$ cat src/rtl/eld_pkg.sv
// Shared types, codes and the hex digit decoder of the escaped line decoder.
`timescale 1ns / 1ps

package eld_pkg;

  typedef enum logic [2:0] {
    MODE_NORMAL = 3'd0,
    MODE_ESC    = 3'd1,
    MODE_HEX1   = 3'd2,
    MODE_HEX2   = 3'd3,
    MODE_ERROR  = 3'd4
  } mode_t;

  typedef enum logic [1:0] {
    KIND_BYTE    = 2'd0,
    KIND_KEPT    = 2'd1,
    KIND_DROPPED = 2'd2,
    KIND_ERROR   = 2'd3
  } kind_t;

  localparam logic [7:0] CH_BSLASH = 8'h5C;
  localparam logic [7:0] CH_LF     = 8'h0A;
  localparam logic [7:0] CH_TAB    = 8'h09;
  localparam logic [7:0] CH_N      = 8'h6E;
  localparam logic [7:0] CH_T      = 8'h74;
  localparam logic [7:0] CH_X      = 8'h78;
  localparam logic [7:0] CH_R      = 8'h72;
  localparam logic [7:0] CH_HASH   = 8'h23;

  typedef struct packed {
    logic [7:0] data;
    logic       eof;
  } item_t;

  typedef struct packed {
    logic       valid;
    kind_t      kind;
    logic [7:0] data;
  } result_t;

  typedef struct packed {
    logic       ok;
    logic [3:0] value;
  } hex_t;

  function automatic hex_t hex_digit(input logic [7:0] c);
    hex_t h;
    h.ok    = 1'b1;
    h.value = 4'd0;
    if (c >= 8'h30 && c <= 8'h39) begin
      h.value = 4'(c - 8'h30);
    end else if (c >= 8'h41 && c <= 8'h46) begin
      h.value = 4'(c - 8'h41 + 8'd10);
    end else if (c >= 8'h61 && c <= 8'h66) begin
      h.value = 4'(c - 8'h61 + 8'd10);
    end else begin
      h.ok = 1'b0;
    end
    return h;
  endfunction

endpackage

$ cat src/rtl/eld_decode.sv
// Escape decoder: mode and entry state with the per-item decision logic.
`timescale 1ns / 1ps

module eld_decode import eld_pkg::*; (
  input  logic    clk,
  input  logic    rst,
  input  logic    step,
  input  item_t   item,
  output result_t res
);

  mode_t      mode, mode_next;
  logic [3:0] high_nibble, high_nibble_next;
  logic       entry_empty, entry_empty_next;
  logic       first_is_hash, first_is_hash_next;
  hex_t       hx;

  assign hx = hex_digit(item.data);

  always_ff @(posedge clk) begin
    if (rst) begin
      mode          <= MODE_NORMAL;
      high_nibble   <= 4'd0;
      entry_empty   <= 1'b1;
      first_is_hash <= 1'b0;
    end else if (step) begin
      mode          <= mode_next;
      high_nibble   <= high_nibble_next;
      entry_empty   <= entry_empty_next;
      first_is_hash <= first_is_hash_next;
    end
  end

  // next state
  always_comb begin
    mode_next = mode;
    if (item.eof) begin
      mode_next = MODE_NORMAL;
    end else begin
      unique case (mode)
        MODE_NORMAL: begin
          if (item.data == CH_BSLASH) mode_next = MODE_ESC;
        end
        MODE_ESC: begin
          if (item.data == CH_N || item.data == CH_T || item.data == CH_BSLASH ||
              item.data == CH_R) begin
            mode_next = MODE_NORMAL;
          end else if (item.data == CH_X) begin
            mode_next = MODE_HEX1;
          end else begin
            mode_next = MODE_ERROR;
          end
        end
        MODE_HEX1: mode_next = hx.ok ? MODE_HEX2 : MODE_ERROR;
        MODE_HEX2: mode_next = hx.ok ? MODE_NORMAL : MODE_ERROR;
        default:   mode_next = MODE_ERROR;
      endcase
    end
  end

  // result and entry tracking
  always_comb begin
    logic       emit;
    logic [7:0] b;
    emit               = 1'b0;
    b                  = item.data;
    res                = '0;
    res.kind           = KIND_BYTE;
    high_nibble_next   = high_nibble;
    entry_empty_next   = entry_empty;
    first_is_hash_next = first_is_hash;
    if (mode != MODE_NORMAL && mode != MODE_ESC && mode != MODE_HEX1 &&
        mode != MODE_HEX2) begin
      if (item.eof) begin
        high_nibble_next   = 4'd0;
        entry_empty_next   = 1'b1;
        first_is_hash_next = 1'b0;
      end
    end else if (item.eof) begin
      entry_empty_next   = 1'b1;
      first_is_hash_next = 1'b0;
      res.valid          = 1'b1;
      if (mode == MODE_NORMAL) begin
        res.kind = (entry_empty || first_is_hash) ? KIND_DROPPED : KIND_KEPT;
      end else begin
        high_nibble_next = 4'd0;
        res.kind         = KIND_ERROR;
      end
    end else begin
      unique case (mode)
        MODE_NORMAL: begin
          if (item.data == CH_LF) begin
            res.valid          = 1'b1;
            res.kind           = (entry_empty || first_is_hash) ? KIND_DROPPED : KIND_KEPT;
            entry_empty_next   = 1'b1;
            first_is_hash_next = 1'b0;
          end else if (item.data != CH_BSLASH) begin
            emit = 1'b1;
          end
        end
        MODE_ESC: begin
          if (item.data == CH_N) begin
            emit = 1'b1;
            b    = CH_LF;
          end else if (item.data == CH_T) begin
            emit = 1'b1;
            b    = CH_TAB;
          end else if (item.data == CH_BSLASH) begin
            emit = 1'b1;
          end else if (item.data != CH_R && item.data != CH_X) begin
            res.valid = 1'b1;
            res.kind  = KIND_ERROR;
          end
        end
        MODE_HEX1: begin
          if (hx.ok) begin
            high_nibble_next = hx.value;
          end else begin
            res.valid = 1'b1;
            res.kind  = KIND_ERROR;
          end
        end
        default: begin
          if (hx.ok) begin
            emit = 1'b1;
            b    = {high_nibble, hx.value};
          end else begin
            res.valid = 1'b1;
            res.kind  = KIND_ERROR;
          end
        end
      endcase
      if (emit) begin
        res.valid = 1'b1;
        res.kind  = KIND_BYTE;
        res.data  = b;
        if (entry_empty) begin
          entry_empty_next   = 1'b0;
          first_is_hash_next = (b == CH_HASH);
        end
      end
    end
  end

endmodule

$ cat src/rtl/escaped_line_decoder_top.sv
// Top level of the escaped line decoder: input register, decoder, result register.
// An accepted item is held in the input register, decoded combinationally, and its result is
// written to the result register. Throughput: one item per cycle while the result register
// is not stalled by m_tready. Items that cause no result leave nothing.
// Reset: synchronous, active high; clears both valid flags and returns the decoder to
// normal mode with an empty entry.
`timescale 1ns / 1ps

module escaped_line_decoder_top import eld_pkg::*; (
  input  logic       clk,
  input  logic       rst,
  input  logic       s_tvalid,
  output logic       s_tready,
  input  logic [7:0] s_tdata,   // [7:0] in_byte
  input  logic       s_tlast,   // end_of_file
  output logic       m_tvalid,
  input  logic       m_tready,
  output logic [7:0] m_tdata,   // [7:0] out_byte
  output logic [1:0] m_tuser    // [1:0] kind
);

  logic    in_valid;
  item_t   in_item;
  logic    advance;
  logic    step;
  result_t res;

  assign advance  = !m_tvalid || m_tready;
  assign step     = in_valid && advance;
  assign s_tready = !in_valid || advance;

  always_ff @(posedge clk) begin
    if (rst) begin
      in_valid <= 1'b0;
    end else if (s_tready) begin
      in_valid <= s_tvalid;
    end
  end

  always_ff @(posedge clk) begin
    if (s_tready && s_tvalid) begin
      in_item.data <= s_tdata;
      in_item.eof  <= s_tlast;
    end
  end

  eld_decode u_decode (
    .clk  (clk),
    .rst  (rst),
    .step (step),
    .item (in_item),
    .res  (res)
  );

  always_ff @(posedge clk) begin
    if (rst) begin
      m_tvalid <= 1'b0;
    end else if (advance) begin
      m_tvalid <= step && res.valid;
    end
  end

  always_ff @(posedge clk) begin
    if (advance) begin
      m_tdata <= res.data;
      m_tuser <= res.kind;
    end
  end

endmodule

$ cat config.mk
export PLATFORM = sky130hd
export DESIGN_NAME = escaped_line_decoder_top
export DESIGN_NICKNAME = d
export VERILOG_FILES = /design/src/rtl/eld_pkg.sv /design/src/rtl/eld_decode.sv /design/src/rtl/escaped_line_decoder_top.sv
export SDC_FILE = /design/constraint.sdc
export NUM_CORES = 1
export LEC_CHECK = 0
export BUFFER_PORTS_ARGS = -buffer_cell sky130_fd_sc_hd__buf_2
export CELL_PAD_IN_SITES_DETAIL_PLACEMENT = 0
export CELL_PAD_IN_SITES_GLOBAL_PLACEMENT = 1
export CORE_MARGIN = 10
export CORE_UTILIZATION = 40
export CTS_CLUSTER_SIZE = 25
export DETAILED_ROUTE_END_ITERATION = 12
export MAX_ROUTING_LAYER = met4
export PLACE_DENSITY_LB_ADDON = 0.1
export SYNTH_ARGS = -nofsm -noshare
export SYNTH_HDL_FRONTEND = slang
export SYNTH_HIERARCHICAL = 1
export SYNTH_SLANG_ARGS = --single-unit
$ cat constraint.sdc
create_clock -name clk -period 2.3 [get_ports clk]
set_input_delay 0.115 -clock clk [delete_from_list [all_inputs] [get_ports clk]]
set_output_delay 0.115 -clock clk [all_outputs]
set_load 0.01 [all_outputs]
==> results.yml <==
pwr:
  clkPwrFrac: 0.368
  swShare: 0.2443
  combPwrFrac: 0.172
  power_density_nw_per_um2: 478.1
  sequentialPowerShare: 0.460
  netSwitchingPower_uw: 330.6
  p_int_uw: 1022
  totalPowerFinal_uw: 1353
  irDropWorstVdd_v: 0.0003375
  leakagePower_uw: 0.001141
cells_and_area:
  layout.nets: 309
  syn2layout_area_growth_pct: 48.33
  diodes: 0
  final_core_util: 0.6072
  drive_gt1_frac: 0.4349
routing:
  ant_nets: 0
  dr.pass1.iters: 4
  drt_iter0_markers: 95
  finalWirelength_um: 5795
  vias: 1975
  via_per_inst: 5.708
  wl_per_cell_um: 16.75
  drc: 0
global_routing:
  grt_overflow: 0
  antenna_found_initial: 0
  grt_max_degree: 18
  grt_use_total: 0.1532
  grt_pass1_vias: 1989
  grt_pass1_wl_um: 9218
critical_path:
  worstPathMaxFanout: 5
  reg2reg_to: "u_decode/first_is_hash"
  worst_setup_path_start_kind: "flip-flop"
  critPathCaptureType: "flip-flop"
  worstSetupPathType: "reg -> reg"
  worstPathArrival_ns: 2.52
  regToRegSetupSlack_ns: 0.003
  r2r_cells: 8
  reg2reg_from: "in_item[1]"
  worstPathRequired_ns: 2.52
flow_run:
  cap_viol_max_count: 0
timing:
  skew_ns: 0.003161
  rsz0062_at_grt: "yes"
  hold_violations: 0
  period_share: 0.9986
  period_needed_ns: 2.297
  worst_slew_pin_slew_ns: 0.4145
  fmax_mhz: 435.4
  final_max_slew_viol_count: 0
  slew-limit-headroom: 0.7226
  setup_viol: 0
  layout_setup_ws_ns: 0.003314
outcome:
  outcome: "completed"
cts:
  cts-root-buf: "clkbuf_8"
  h-tree-depth: 2
  clk_path_buf_depth: 2
  worstSkewPairLatency_ns: 0.28
  cts_tree: "built"
  clkTransAtPathRegs_ns: 0.06
  clock_sinks: 30
  cts_buffers: 5
placement:
  dpl.hpwl_um: 4197
  place_ws_ns: -0.02190
  routabilityCongestion: 0.9055
  io_buffers: 24
logic_synthesis:
  synth_ff_type: "edfxtp_1"
  synth_area_leaders: "edfxtp_1 (30%), dfxtp_1 (12%), a21oi_1 (6.0%), nand2_1 (3.5%), ha_1 (3.3%)"
  synth-seq-cells: 30
  yosysSeqAreaShare: 0.4144
  synth_edf_count: 19
  syn_avg_cell_area_um2: 9.308
  synthArstFlopShare: 0
  yosys.area.top_type: "edfxtp_1"
  syn-num-nets: 223
  syn-instance-count: 205
  yosys_warnings: 6
  synthDistinctLibCells: 59
  synth_area_um2: 1908
  synth_top_cell_area_share: 0.2990
  post-synth-top-count-cell: "a21oi_1"
  synth_top_cells_by_count: "a21oi_1 (23), edfxtp_1 (19), nand2_1 (18), nor2_1 (14), dfxtp_1 (11)"
die:
  die_area_um2: 7933
  row_count: 25
  initial_core_util: 0.4094
  die_h_um: 89.07
  core-area_um2: 4661
  io_pins: 25
  fp.dieW_um: 89.07
min_path:
  min_path_type: "in -> reg"
  whs_path_depth: 1
  hold_start: "s_tdata[2]"
  hold_end: "in_item[3]"
==> metal layers <==
metal,vias to the layer above,track usage,wire (um)
li1,965,-,-
met1,926,0.1794,2492
met2,72,0.2347,2810
met3,12,0.04740,350
met4,0,0.07370,142
met5,-,-,0
==> power by group through the flow <==
stage | registers, uW | clock network (uW) | logic (uW)
finish | 622 | 499 | 233
global route | 626 | 539 | 254
CTS | 623 | 511 | 195
detailed placement | 634 | 0 | 182
global placement | 633 | 0 | 180
floorplan | 640 | 0 | 85.7
==> worst max path at each step <==
stage	from	endpoint	slack, ns	cells past startpoint
3_3_place_gp	in_item[1]	u_decode/first_is_hash	0.02	8
4_1_cts	in_item[7]	u_decode/high_nibble[0]	0.003	7
3_5_place_dp	in_item[1]	u_decode/first_is_hash	-0.02	8
6_report	in_item[1]	u_decode/first_is_hash	0.003	8
2_1_floorplan	m_tvalid	u_decode/first_is_hash	0.008	9
5_1_grt	in_item[1]	u_decode/first_is_hash	-0.07	8
==> stage by stage <==
stage	hold slack (ns)	cells	cell area, um2	setup TNS, ns
after CTS	0.001860	335	2600	0
after detailed placement	0.2931	319	2395	-0.02190
after floorplan	0.1841	205	1911	0
after global routing	0.001343	346	2830	-0.3132
after global placement	0.2922	319	2395	0
final	0.01784	346	2830	0
==> area by class of cell <==
| cell class | instances | area, um2 |
|---|---|---|
| clock buffers | 8 | 110.1 |
| well taps | 54 | 67.56 |
| multi-input cells | 158 | 1197 |
| repair buffers | 88 | 631.9 |
| flip-flops and latches | 30 | 790.8 |
| inverters | 8 | 32.53 |
| fillers | 397 | 1831 |
==> logic make-up after synthesis <==
family	share of synthesized area
mux	0.005246
flops	0.4144
compound gates	0.2498
fa+ha+maj	0.03279
buf+inv	0.03737
simple gates	0.2603
==> timing repair <==
action | 4_1_cts | 5_1_grt
hold buffers | 7 | 1
gates resized for setup | 4 | 35
endpoints found under the setup margin | 5 | 17
hold endpoints to repair | 7 | 1
pin swaps | 1 | 2
cloned | 0 | 0
buffers inserted | 1 | 10
==> sequential cells by signal (all words and copies together), names as in the netlist <==
name,cells
u_decode/mode,3
u_decode/high_nibble,4
in_item,9
m_tuser,2
u_decode/first_is_hash,1
m_tvalid,1
u_decode/entry_empty,1
m_tdata,8
in_valid,1
==> worst max-delay path, stage by stage (launching register included) <==
cell	delay, ns
edfxtp_1	0.46
inv_4	0.14
ha_4	0.14
or3b_4	0.41
nand3_2	0.15
a21oi_1	0.16
a211o_1	0.34
a2111o_1	0.31
o21ai_1	0.12
==> placed cells by master (no fill, tap or decap), types with 3 or more instances in the layout <==
cell type | synthesis | routed
buf_4 | 0 | 53
buf_2 | 5 | 24
a21oi_1 | 23 | 23
edfxtp_1 | 19 | 19
nand2_1 | 18 | 17
dfxtp_1 | 11 | 11
clkbuf_8 | 0 | 8
dlygate4sd3_1 | 0 | 8
nand3b_1 | 6 | 6
inv_1 | 8 | 6
nor2_1 | 14 | 6
nor2_2 | 0 | 6
nor3_1 | 5 | 5
or4_1 | 5 | 5
o21ai_0 | 6 | 5
a22oi_1 | 4 | 4
nand2b_1 | 6 | 4
nor4_1 | 4 | 4
and2_1 | 4 | 3
nand3_1 | 3 | 3
a31oi_1 | 3 | 3
o211ai_1 | 3 | 3
a211oi_2 | 1 | 3
nand4_1 | 3 | 3
ha_4 | 0 | 3
buf_6 | 0 | 3
(Power assumes the default switching activity.)
